## src/rtl/core/assert_macros.svh

```systemverilog
// Assertion macros shared by the servo controller core modules.
// Standalone header; included by the modules that carry assertions.
`ifndef ASSERT_MACROS_SVH
`define ASSERT_MACROS_SVH

// Same-cycle implication, disabled while reset is asserted.
`define ASSERT_IMPLIES(label, clk_s, rst_s, ante, cons, msg) \
    label: assert property (@(posedge clk_s) disable iff (!rst_s) (ante) |-> (cons)) \
        else $error(msg);

// Next-cycle implication, disabled while reset is asserted.
`define ASSERT_NEXT(label, clk_s, rst_s, ante, cons, msg) \
    label: assert property (@(posedge clk_s) disable iff (!rst_s) (ante) |=> (cons)) \
        else $error(msg);

`endif

```

## src/rtl/core/scp_pkg.sv

```systemverilog
// Shared types and constants for the servo position controller core.
// No dependencies; used by every module of the core.
package scp_pkg;

    typedef struct packed {
        logic [1:0]  func;
        logic [13:0] enc_sample;
        logic [7:0]  frame_b0;
        logic [7:0]  frame_b1;
        logic [7:0]  frame_b2;
        logic [7:0]  frame_b3;
        logic [7:0]  frame_b4;
    } item_t;

    typedef struct packed {
        logic [11:0] pulse_width;
        logic        moving;
        logic [15:0] position;
        logic        reply_valid;
        logic [7:0]  reply_b0;
        logic [7:0]  reply_b1;
        logic [7:0]  reply_b2;
        logic [7:0]  reply_b3;
        logic [7:0]  reply_b4;
    } result_t;

    typedef struct packed {
        logic [9:0] dead_band;
        logic [7:0] min_offset;
        logic [9:0] manual_max_offset;
        logic [7:0] loop_max_offset;
    } cfg_t;

    typedef enum logic [2:0] {
        PULSE_HOLD,
        PULSE_CENTRE,
        PULSE_LOOP_MINUS,
        PULSE_LOOP_PLUS,
        PULSE_MAN_PLUS,
        PULSE_MAN_MINUS
    } pulse_cmd_t;

    // Word passed from the tracking stage to the pulse stage.
    typedef struct packed {
        pulse_cmd_t  cmd;
        logic [14:0] loop_mag;
        logic [17:0] man_prod;
        logic        moving;
        logic [15:0] position;
        logic        reply_valid;
        logic [15:0] reply_target;
    } exec_word_t;

    localparam logic [1:0] REG_DEAD_BAND  = 2'd0;
    localparam logic [1:0] REG_MIN_OFFSET = 2'd1;
    localparam logic [1:0] REG_MAN_MAX    = 2'd2;
    localparam logic [1:0] REG_LOOP_MAX   = 2'd3;

    localparam logic [9:0] RST_DEAD_BAND  = 10'd50;
    localparam logic [7:0] RST_MIN_OFFSET = 8'd63;
    localparam logic [9:0] RST_MAN_MAX    = 10'd700;
    localparam logic [7:0] RST_LOOP_MAX   = 8'd100;

    localparam logic [1:0] FUNC_SAMPLE = 2'd0;
    localparam logic [1:0] FUNC_TICK   = 2'd1;
    localparam logic [1:0] FUNC_FRAME  = 2'd2;

    localparam logic [7:0] SYNC_BYTE   = 8'hff;
    localparam logic [7:0] CODE_ROTATE = 8'h07;
    localparam logic [7:0] CODE_SET    = 8'h12;
    localparam logic [7:0] CODE_QUERY  = 8'h14;
    localparam logic [7:0] CODE_REPLY  = 8'h24;

    localparam logic [7:0] DIR_STOP  = 8'd0;
    localparam logic [7:0] DIR_PLUS  = 8'd1;
    localparam logic [7:0] DIR_MINUS = 8'd2;

    localparam logic [11:0] CENTRE_US = 12'd1500;

    localparam int POS_MOD      = 49151;
    localparam int HALF_POS     = 24575;
    localparam int TWO_HALF_POS = 2 * HALF_POS;
    localparam int ENC_SPAN     = 16384;
    localparam int WRAP_LIMIT   = 15000;
    localparam int FAR_LIMIT    = 49122;

    // Reciprocal multipliers: x / 10 for x < 24575, x / 100 for x < 2^18.
    localparam logic [15:0] DIV10_MULT   = 16'd52429;
    localparam int          DIV10_SHIFT  = 19;
    localparam logic [19:0] DIV100_MULT  = 20'd671089;
    localparam int          DIV100_SHIFT = 26;

endpackage

```

## src/rtl/core/scp_cfg_regs.sv

```systemverilog
// Configuration register file for the servo position controller core.
// Depends on scp_pkg for the register indexes, reset values and cfg_t.
module scp_cfg_regs (
    input  logic               clk,
    input  logic               rst_n,
    input  logic               wr_en,
    input  logic [1:0]         wr_index,
    input  logic [9:0]         wr_data,
    output scp_pkg::cfg_t      cfg
);

    scp_pkg::cfg_t cfg_reg;
    scp_pkg::cfg_t cfg_next;

    always_comb
    begin
        cfg_next = cfg_reg;
        if (wr_en)
        begin
            case (wr_index)
                scp_pkg::REG_DEAD_BAND:  cfg_next.dead_band         = wr_data;
                scp_pkg::REG_MIN_OFFSET: cfg_next.min_offset        = wr_data[7:0];
                scp_pkg::REG_MAN_MAX:    cfg_next.manual_max_offset = wr_data;
                scp_pkg::REG_LOOP_MAX:   cfg_next.loop_max_offset   = wr_data[7:0];
                default:                 cfg_next = cfg_reg;
            endcase
        end
    end

    always_ff @(posedge clk or negedge rst_n)
    begin
        if (!rst_n)
        begin
            cfg_reg.dead_band         <= scp_pkg::RST_DEAD_BAND;
            cfg_reg.min_offset        <= scp_pkg::RST_MIN_OFFSET;
            cfg_reg.manual_max_offset <= scp_pkg::RST_MAN_MAX;
            cfg_reg.loop_max_offset   <= scp_pkg::RST_LOOP_MAX;
        end
        else
        begin
            cfg_reg <= cfg_next;
        end
    end

    assign cfg = cfg_reg;

endmodule

```

## src/rtl/core/scp_tracker.sv

```systemverilog
// Tracking stage: position unwrap, loop error, frame decode and reply hold-back.
// Depends on scp_pkg and assert_macros.svh; feeds scp_pulse_out with exec_word_t.
`include "assert_macros.svh"

module scp_tracker (
    input  logic                  clk,
    input  logic                  rst_n,
    input  logic                  valid,
    output logic                  ready,
    input  scp_pkg::item_t        item,
    input  scp_pkg::cfg_t         cfg,
    output logic                  word_valid,
    input  logic                  word_ready,
    output scp_pkg::exec_word_t   word
);

    logic [15:0] pos_reg, pos_next;
    logic [13:0] last_reg, last_next;
    logic        first_reg, first_next;
    logic [15:0] target_reg, target_next;
    logic        loop_en_reg, loop_en_next;
    logic        moving_reg, moving_next;
    logic        pending_reg, pending_next;
    logic [15:0] reply_target_reg, reply_target_next;
    logic        word_valid_reg, word_valid_next;
    scp_pkg::exec_word_t word_reg, word_next;

    logic               fire;
    logic               release_now;
    scp_pkg::pulse_cmd_t cmd;

    logic signed [17:0] delta_raw, delta, pos_sum;
    logic [15:0]        pos_wrapped;
    logic signed [17:0] err;
    logic [16:0]        mag;
    logic [14:0]        loop_mag;
    logic               tick_drive, tick_minus;
    logic [9:0]         span;
    logic [17:0]        man_prod;
    logic [7:0]         frame_sum;
    logic               frame_ok;

    assign ready = !word_valid_reg || word_ready;
    assign fire  = valid && ready;

    // Encoder unwrap and position wrap.
    always_comb
    begin
        delta_raw = $signed({4'b0, item.enc_sample}) - $signed({4'b0, last_reg});
        if (delta_raw > scp_pkg::WRAP_LIMIT)
            delta = 18'(delta_raw - scp_pkg::ENC_SPAN);
        else if (delta_raw < -scp_pkg::WRAP_LIMIT)
            delta = 18'(delta_raw + scp_pkg::ENC_SPAN);
        else
            delta = delta_raw;
        pos_sum = $signed({2'b0, pos_reg}) + delta;
        if (pos_sum > scp_pkg::POS_MOD)
            pos_wrapped = 16'(pos_sum - scp_pkg::POS_MOD);
        else if (pos_sum < 0)
            pos_wrapped = 16'(pos_sum + scp_pkg::POS_MOD);
        else
            pos_wrapped = 16'(pos_sum);
    end

    // Loop error, its magnitude folded below half a range, and direction.
    always_comb
    begin
        err = $signed({2'b0, target_reg}) - $signed({2'b0, pos_reg});
        mag = err[17] ? 17'(-err) : 17'(err);
        if (mag >= 17'(scp_pkg::TWO_HALF_POS))
            loop_mag = 15'(mag - 17'(scp_pkg::TWO_HALF_POS));
        else if (mag >= 17'(scp_pkg::HALF_POS))
            loop_mag = 15'(mag - 17'(scp_pkg::HALF_POS));
        else
            loop_mag = mag[14:0];
        tick_drive = (mag > {7'b0, cfg.dead_band}) && (mag < 17'(scp_pkg::FAR_LIMIT));
        tick_minus = ((err > 0) && (err < scp_pkg::HALF_POS)) || (err < -scp_pkg::HALF_POS);
    end

    // Manual speed product; the division by 100 happens in the pulse stage.
    always_comb
    begin
        if (cfg.manual_max_offset > {2'b0, cfg.min_offset})
            span = cfg.manual_max_offset - {2'b0, cfg.min_offset};
        else
            span = '0;
        man_prod = {10'b0, item.frame_b2} * {8'b0, span};
    end

    assign frame_sum = 8'(item.frame_b1 + item.frame_b2 + item.frame_b3);
    assign frame_ok  = (item.frame_b0 == scp_pkg::SYNC_BYTE) && (item.frame_b4 == frame_sum);

    always_comb
    begin
        pos_next          = pos_reg;
        last_next         = last_reg;
        first_next        = first_reg;
        target_next       = target_reg;
        loop_en_next      = loop_en_reg;
        moving_next       = moving_reg;
        pending_next      = pending_reg;
        reply_target_next = reply_target_reg;
        cmd               = scp_pkg::PULSE_HOLD;
        release_now       = 1'b0;
        word_valid_next   = word_valid_reg;
        word_next         = word_reg;

        if (word_ready)
            word_valid_next = 1'b0;

        if (fire)
        begin
            case (item.func)
                scp_pkg::FUNC_SAMPLE:
                begin
                    last_next = item.enc_sample;
                    if (first_reg)
                    begin
                        pos_next   = {2'b0, item.enc_sample};
                        first_next = 1'b0;
                    end
                    else
                    begin
                        pos_next = pos_wrapped;
                    end
                end
                scp_pkg::FUNC_TICK:
                begin
                    if (loop_en_reg)
                    begin
                        moving_next = tick_drive;
                        if (!tick_drive)
                            cmd = scp_pkg::PULSE_CENTRE;
                        else if (tick_minus)
                            cmd = scp_pkg::PULSE_LOOP_MINUS;
                        else
                            cmd = scp_pkg::PULSE_LOOP_PLUS;
                    end
                end
                scp_pkg::FUNC_FRAME:
                begin
                    if (frame_ok)
                    begin
                        case (item.frame_b1)
                            scp_pkg::CODE_ROTATE:
                            begin
                                if (item.frame_b3 == scp_pkg::DIR_STOP)
                                begin
                                    cmd          = scp_pkg::PULSE_CENTRE;
                                    target_next  = pos_reg;
                                    moving_next  = 1'b0;
                                    loop_en_next = 1'b1;
                                end
                                else
                                begin
                                    loop_en_next = 1'b0;
                                    moving_next  = 1'b1;
                                    if (item.frame_b3 == scp_pkg::DIR_PLUS)
                                        cmd = scp_pkg::PULSE_MAN_PLUS;
                                    else if (item.frame_b3 == scp_pkg::DIR_MINUS)
                                        cmd = scp_pkg::PULSE_MAN_MINUS;
                                end
                            end
                            scp_pkg::CODE_SET:
                            begin
                                target_next = {item.frame_b2, item.frame_b3};
                            end
                            scp_pkg::CODE_QUERY:
                            begin
                                reply_target_next = target_reg;
                                pending_next      = 1'b1;
                            end
                            default:
                            begin
                                cmd = scp_pkg::PULSE_HOLD;
                            end
                        endcase
                    end
                end
                default:
                begin
                    cmd = scp_pkg::PULSE_HOLD;
                end
            endcase

            // A held reply goes out once the servo is at rest.
            if (pending_next && !moving_next)
            begin
                release_now  = 1'b1;
                pending_next = 1'b0;
            end

            word_valid_next        = 1'b1;
            word_next.cmd          = cmd;
            word_next.loop_mag     = loop_mag;
            word_next.man_prod     = man_prod;
            word_next.moving       = moving_next;
            word_next.position     = pos_next;
            word_next.reply_valid  = release_now;
            word_next.reply_target = reply_target_next;
        end
    end

    always_ff @(posedge clk or negedge rst_n)
    begin
        if (!rst_n)
        begin
            pos_reg          <= '0;
            last_reg         <= '0;
            first_reg        <= 1'b1;
            target_reg       <= '0;
            loop_en_reg      <= 1'b1;
            moving_reg       <= 1'b1;
            pending_reg      <= 1'b0;
            reply_target_reg <= '0;
            word_valid_reg   <= 1'b0;
        end
        else
        begin
            pos_reg          <= pos_next;
            last_reg         <= last_next;
            first_reg        <= first_next;
            target_reg       <= target_next;
            loop_en_reg      <= loop_en_next;
            moving_reg       <= moving_next;
            pending_reg      <= pending_next;
            reply_target_reg <= reply_target_next;
            word_valid_reg   <= word_valid_next;
        end
    end

    always_ff @(posedge clk)
    begin
        word_reg <= word_next;
    end

    assign word_valid = word_valid_reg;
    assign word       = word_reg;

    `ASSERT_IMPLIES(a_pending_while_moving, clk, rst_n, pending_reg, moving_reg, "reply held while at rest")
    `ASSERT_IMPLIES(a_pos_range, clk, rst_n, 1'b1, pos_reg <= 16'(scp_pkg::POS_MOD), "position out of range")
    `ASSERT_NEXT(a_reply_at_rest, clk, rst_n, fire && release_now, word_valid_reg && word_reg.reply_valid && !word_reg.moving, "reply word lost or moving")

endmodule

```

## src/rtl/core/scp_pulse_out.sv

```systemverilog
// Pulse stage and result register: offset scaling, clamping and reply framing.
// Depends on scp_pkg and assert_macros.svh; takes exec_word_t from scp_tracker.
`include "assert_macros.svh"

module scp_pulse_out (
    input  logic                  clk,
    input  logic                  rst_n,
    input  logic                  word_valid,
    output logic                  word_ready,
    input  scp_pkg::exec_word_t   word,
    input  scp_pkg::cfg_t         cfg,
    output logic                  result_valid,
    input  logic                  result_ready,
    output scp_pkg::result_t      result
);

    logic [11:0]      pulse_reg, pulse_next;
    logic             result_valid_reg, result_valid_next;
    scp_pkg::result_t result_reg, result_next;

    logic        fire;
    logic [30:0] loop_prod;
    logic [11:0] loop_quot;
    logic [7:0]  loop_capped;
    logic [7:0]  loop_off;
    logic [37:0] man_full;
    logic [11:0] man_quot;
    logic [12:0] man_sum;
    logic [9:0]  man_off;
    logic [7:0]  hi_byte, lo_byte;

    assign word_ready = !result_valid_reg || result_ready;
    assign fire       = word_valid && word_ready;

    always_comb
    begin
        loop_prod = {16'b0, word.loop_mag} * {15'b0, scp_pkg::DIV10_MULT};
        loop_quot = loop_prod[scp_pkg::DIV10_SHIFT +: 12];
        if (loop_quot > {4'b0, cfg.loop_max_offset})
            loop_capped = cfg.loop_max_offset;
        else
            loop_capped = loop_quot[7:0];
        if (loop_capped < cfg.min_offset)
            loop_off = cfg.min_offset;
        else
            loop_off = loop_capped;
    end

    always_comb
    begin
        man_full = {20'b0, word.man_prod} * {18'b0, scp_pkg::DIV100_MULT};
        man_quot = man_full[scp_pkg::DIV100_SHIFT +: 12];
        man_sum  = {1'b0, man_quot} + {5'b0, cfg.min_offset};
        if (man_sum > {3'b0, cfg.manual_max_offset})
            man_off = cfg.manual_max_offset;
        else
            man_off = man_sum[9:0];
    end

    always_comb
    begin
        case (word.cmd)
            scp_pkg::PULSE_HOLD:       pulse_next = pulse_reg;
            scp_pkg::PULSE_CENTRE:     pulse_next = scp_pkg::CENTRE_US;
            scp_pkg::PULSE_LOOP_MINUS: pulse_next = scp_pkg::CENTRE_US - {4'b0, loop_off};
            scp_pkg::PULSE_LOOP_PLUS:  pulse_next = scp_pkg::CENTRE_US + {4'b0, loop_off};
            scp_pkg::PULSE_MAN_PLUS:   pulse_next = scp_pkg::CENTRE_US + {2'b0, man_off};
            scp_pkg::PULSE_MAN_MINUS:  pulse_next = scp_pkg::CENTRE_US - {2'b0, man_off};
            default:                   pulse_next = pulse_reg;
        endcase
    end

    assign hi_byte = word.reply_target[15:8];
    assign lo_byte = word.reply_target[7:0];

    always_comb
    begin
        result_valid_next = result_valid_reg;
        result_next       = result_reg;
        if (result_ready)
            result_valid_next = 1'b0;
        if (fire)
        begin
            result_valid_next       = 1'b1;
            result_next.pulse_width = pulse_next;
            result_next.moving      = word.moving;
            result_next.position    = word.position;
            result_next.reply_valid = word.reply_valid;
            if (word.reply_valid)
            begin
                result_next.reply_b0 = scp_pkg::SYNC_BYTE;
                result_next.reply_b1 = scp_pkg::CODE_REPLY;
                result_next.reply_b2 = hi_byte;
                result_next.reply_b3 = lo_byte;
                result_next.reply_b4 = 8'(scp_pkg::CODE_REPLY + hi_byte + lo_byte);
            end
            else
            begin
                result_next.reply_b0 = '0;
                result_next.reply_b1 = '0;
                result_next.reply_b2 = '0;
                result_next.reply_b3 = '0;
                result_next.reply_b4 = '0;
            end
        end
    end

    always_ff @(posedge clk or negedge rst_n)
    begin
        if (!rst_n)
        begin
            pulse_reg        <= '0;
            result_valid_reg <= 1'b0;
        end
        else
        begin
            if (fire)
                pulse_reg <= pulse_next;
            result_valid_reg <= result_valid_next;
        end
    end

    always_ff @(posedge clk)
    begin
        result_reg <= result_next;
    end

    assign result_valid = result_valid_reg;
    assign result       = result_reg;

    `ASSERT_IMPLIES(a_rest_is_centre, clk, rst_n, result_valid_reg && !result_reg.moving, result_reg.pulse_width == scp_pkg::CENTRE_US, "at rest off centre pulse")

endmodule

```

## src/rtl/core/servo_position_controller_core.sv

```systemverilog
// Path: an item goes through the input, tracking and result registers, in that order.
// Throughput: one word per cycle while result_ready is high; a low result_ready stalls
// the stages back to item_ready. The tracking state updates once per word.
// Reset: asynchronous active-low; configuration returns to its defaults, all
// pipeline stages empty, pulse width 0, moving set, position 0 until the first sample.
// Depends on scp_pkg, scp_cfg_regs, scp_tracker and scp_pulse_out.
module servo_position_controller_core (
    input  logic               clk,
    input  logic               rst_n,
    input  logic               item_valid,
    output logic               item_ready,
    input  scp_pkg::item_t     item,
    output logic               result_valid,
    input  logic               result_ready,
    output scp_pkg::result_t   result,
    input  logic               wr_en,
    input  logic [1:0]         wr_index,
    input  logic [9:0]         wr_data
);

    logic                s1_valid_reg, s1_valid_next;
    scp_pkg::item_t      s1_item_reg;
    logic                trk_ready;
    logic                word_valid;
    logic                word_ready;
    scp_pkg::exec_word_t word;
    scp_pkg::cfg_t       cfg;

    assign item_ready = !s1_valid_reg || trk_ready;

    always_comb
    begin
        s1_valid_next = s1_valid_reg;
        if (item_ready)
            s1_valid_next = item_valid;
    end

    always_ff @(posedge clk or negedge rst_n)
    begin
        if (!rst_n)
            s1_valid_reg <= 1'b0;
        else
            s1_valid_reg <= s1_valid_next;
    end

    always_ff @(posedge clk)
    begin
        if (item_valid && item_ready)
            s1_item_reg <= item;
    end

    scp_cfg_regs u_cfg (
        .clk      (clk),
        .rst_n    (rst_n),
        .wr_en    (wr_en),
        .wr_index (wr_index),
        .wr_data  (wr_data),
        .cfg      (cfg)
    );

    scp_tracker u_tracker (
        .clk        (clk),
        .rst_n      (rst_n),
        .valid      (s1_valid_reg),
        .ready      (trk_ready),
        .item       (s1_item_reg),
        .cfg        (cfg),
        .word_valid (word_valid),
        .word_ready (word_ready),
        .word       (word)
    );

    scp_pulse_out u_pulse (
        .clk          (clk),
        .rst_n        (rst_n),
        .word_valid   (word_valid),
        .word_ready   (word_ready),
        .word         (word),
        .cfg          (cfg),
        .result_valid (result_valid),
        .result_ready (result_ready),
        .result       (result)
    );

endmodule
```

## config.mk

```make
export PLATFORM = sky130hd
export DESIGN_NAME = servo_position_controller_core
export DESIGN_NICKNAME = d
export VERILOG_FILES = /design/src/rtl/core/scp_pkg.sv /design/src/rtl/core/scp_cfg_regs.sv /design/src/rtl/core/scp_tracker.sv /design/src/rtl/core/scp_pulse_out.sv /design/src/rtl/core/servo_position_controller_core.sv
export VERILOG_INCLUDE_DIRS = /design/src /design/src/rtl/core
export SDC_FILE = /design/constraint.sdc
export NUM_CORES = 1
export LEC_CHECK = 0
export ABC_AREA = 0
export BUFFER_PORTS_ARGS = -buffer_cell sky130_fd_sc_hd__buf_2
export CAP_MARGIN = 20
export CORE_AREA = 3 3 229 231
export CTS_BUF_LIST = sky130_fd_sc_hd__clkbuf_4 sky130_fd_sc_hd__clkbuf_8
export DETAILED_ROUTE_END_ITERATION = 7
export DIE_AREA = 0 0 232 234
export PLACE_DENSITY = 0.84
export RECOVER_POWER = 100
export SYNTH_ARGS = -nofsm -noshare
export SYNTH_HDL_FRONTEND = slang
export SYNTH_HIERARCHICAL = 1
export SYNTH_SLANG_ARGS = --single-unit
export TNS_END_PERCENT = 50
```

## constraint.sdc

```tcl
create_clock -name clk -period 11 [get_ports clk]
set_clock_uncertainty 0.15 [all_clocks]
set_input_delay 2.2 -clock clk [delete_from_list [all_inputs] [get_ports clk]]
set_output_delay 2.2 -clock clk [all_outputs]
set_load 0.01 [all_outputs]
```

==> metrics.yaml <==
port_buffers: 138
synth_top_flop_cell: "edfxtp_1"
ant_nets: 0
clockBufferDepth: 3
grt_start_max_net_pins: 84
avgRoutedWirePerCell_um: 20.40
routed_via_density: 6.143
vias: 26187
cts_tree: "built"
nets: 4296
cap_violations: 9
syn_to_final_growth_pct: 7.449
place_congestion: 1.008
slowest_delay_ns: 0.58
clkSlewWorstSetupHoldPaths_ns: 0.07
placementRows: 82
start_util: 0.6499
yosysWarnings: 6
grt_antenna_before_repair: 1
synthArstFlopShare: 0.3939
cts.sinks: 297
critPathRequiredTime_ns: 11.20
initialDrtViolationCount: 2196
die_area_sq_um: 54290
dpl_cell_area_sq_um: 33920
cts_buffers: 48
outcome: "complete, but fails checks"
io_pins: 145
clock_latency_ns: 0.61
worst-r2r-setup-slack_ns: 0.44
setup_violations: 0
clockRootBuffer: "clkbuf_8"
ys_types: 114
die_w_um: 232
critPathCaptureType: "flop"
postSynthAreaPerCell_sq_um: 9.603
startpoint_type: "flop"
drc: 0
synth_edf_count: 180
fmax_mhz: 94.66
cts.htree.levels: 2
hold_class: "reg -> reg"
crit_arrival_ns: 10.77
grt_use_total: 0.3140
final_layout_size_suffix_gt1_frac: 0.09777
crit_type: "reg -> reg"
crit_slowest_cell: "fa_2"
worst_slew_pin_slew_ns: 3.600
fin_crit_sh: 0.9603
hold_viol: 0
layout_min_cycle_time_ns: 10.56
yosys_register_bits: 297
synthCells: 3402
gr-total-overflow: 0
drt_pass1_iterations: 7
totalWireLength_um: 86980
violations: "max-capacitance violations, max-slew violations"
coreArea_sq_um: 50270
max_slew_margin: -1.400
layout.cells.non_filler: 4263
largest_reg_flops: 70
dp.final_hpwl_um: 68380
path_max_fanout: 16
dp.cells: 4145
grt_pass1_wl_um: 135500
slew_viol_final: 354
syn-cell-area_sq_um: 32670
grt_pass1_vias: 25888
fin_area_sq_um: 35100
yosysSeqAreaShare: 0.2559
critical_path.most_common_cell: "ha_1"
fp.dieH_um: 234
==> area by class of cell <==
type | instances | area [sq um]
Antenna cell | 1 | 2.502
Clock buffer | 66 | 820.8
Clock inverter | 23 | 220.2
Fill cell | 3784 | 15170
Inverter | 516 | 1938
Multi-Input combinational cell | 2503 | 22000
Sequential cell | 297 | 8359
Tap cell | 672 | 840.8
Timing Repair Buffer | 185 | 922.1
==> stage by stage <==
| step | setup TNS, ns | hold slack, ns | util | setup WS, ns |
|---|---|---|---|---|
| 5_1_grt | -0.04232 | 0.2808 | 0.6983 | -0.04082 |
| 2_1_floorplan | 0 | 0.2503 | - | 0.8906 |
| 3_5_place_dp | 0 | 0.2545 | 0.6747 | 0.1033 |
| 3_3_place_gp | 0 | 0.2517 | 0.6747 | 0.3563 |
| 6_report | 0 | 0.2661 | 0.6983 | 0.4364 |
| 4_1_cts | 0 | 0.2685 | 0.6954 | 0.05653 |
==> placed cells by master, fill, tap and decap left out, types with 19 or more instances in the layout <==
master / synthesis / routed
nand2b_1: 28 / 29
fa_1: 237 / 236
buf_4: 16 / 36
o21a_1: 38 / 38
clkbuf_8: 0 / 52
nor2b_1: 26 / 26
buf_2: 8 / 65
o31ai_1: 21 / 21
xor2_1: 42 / 42
ha_1: 435 / 435
and2_0: 1 / 26
xnor2_1: 102 / 102
or3_1: 19 / 19
a21o_1: 50 / 50
a31oi_1: 22 / 20
dfrtp_1: 96 / 96
and2_1: 70 / 46
mux2i_1: 60 / 56
o21ai_0: 111 / 110
edfxtp_1: 180 / 180
a21oi_1: 153 / 149
nand3_1: 55 / 56
inv_1: 512 / 513
nor3_1: 66 / 63
mux2_2: 87 / 71
and3_1: 22 / 22
nand2_1: 274 / 274
nand4_1: 40 / 40
dfstp_2: 21 / 20
a211oi_1: 21 / 21
nor2_1: 203 / 202
clkbuf_1: 54 / 83
==> cells in the mapped netlist, types with 42 or more instances <==
| cell type | number | share of area |
|---|---|---|
| mux2i_1 | 60 | 0.018 |
| clkbuf_1 | 54 | 0.0062 |
| xor2_1 | 42 | 0.011 |
| a21o_1 | 50 | 0.011 |
| dfrtp_1 | 96 | 0.074 |
| o21ai_0 | 111 | 0.017 |
| and2_1 | 70 | 0.013 |
| xnor2_1 | 102 | 0.027 |
| nand3_1 | 55 | 0.0084 |
| nor2_1 | 203 | 0.023 |
| nor3_1 | 66 | 0.010 |
| a21oi_1 | 153 | 0.023 |
| ha_1 | 435 | 0.17 |
| inv_1 | 512 | 0.059 |
| nand2_1 | 274 | 0.031 |
| mux2_2 | 87 | 0.030 |
| edfxtp_1 | 180 | 0.17 |
| fa_1 | 237 | 0.15 |
==> cell families after synthesis <==
| kind of cell | count (synthesis) | synth area share |
|---|---|---|
| flops | 297 | 0.2559 |
| other cells | 1 | 0.0001148 |
| simple gates | 884 | 0.1325 |
| xor+xnor | 145 | 0.03910 |
| mux | 151 | 0.05055 |
| buf+inv | 607 | 0.07307 |
| fa+ha+maj | 672 | 0.3118 |
| compound gates | 645 | 0.1369 |
==> final timing paths <==
kind	startpoint	depth (start not counted)	to
max in group asynchronous	rst_n	2	u_cfg/cfg[28]$_DFFE_PN0P_
min	u_tracker/word[24]$_DFFE_PP_	0	u_pulse/result[48]$_DFFE_PP_
max	u_tracker/word[61]$_DFFE_PP_	40	u_pulse/result[64]$_DFFE_PP_
min in group asynchronous	rst_n	1	u_tracker/reply_target_reg[3]$_DFFE_PN0P_
max reg2reg	u_tracker/word[61]$_DFFE_PP_	40	u_pulse/result[64]$_DFFE_PP_
min reg2reg	u_tracker/word[24]$_DFFE_PP_	0	u_pulse/result[48]$_DFFE_PP_
==> layer usage <==
layer / GRT usage / part of all wire
met1: 0.4023 / 0.40
met2: 0.5306 / 0.48
met3: 0.03389 / 0.058
met4: 0.1623 / 0.058
met5: 0 / 0
==> what timing repair did <==
item                                    in CTS  in global routing
gates resized for setup                      0                 28
endpoints found under the setup margin       0                 22
endpoints found under the hold margin        0                  0
hold buffers                                 0                  0
setup buffers                                0                 26
==> worst max-delay path, delay by kind of cell (launching register included) <==
| family | cells | cell delay, ns |
|---|---|---|
| adder cells (fa/ha/maj) | 10 | 3.98 |
| buffers and inverters | 4 | 0.48 |
| AND/OR/NAND/NOR | 8 | 1.59 |
| XOR/XNOR | 1 | 0.15 |
| flip-flops | 1 | 0.46 |
| multiplexers | 3 | 0.79 |
| AO/OA/AOI/OAI | 14 | 2.71 |
Power is left out: the tool's default activity adds up to more than one toggle a clock period on the data nets, which glitch-free logic cannot reach.
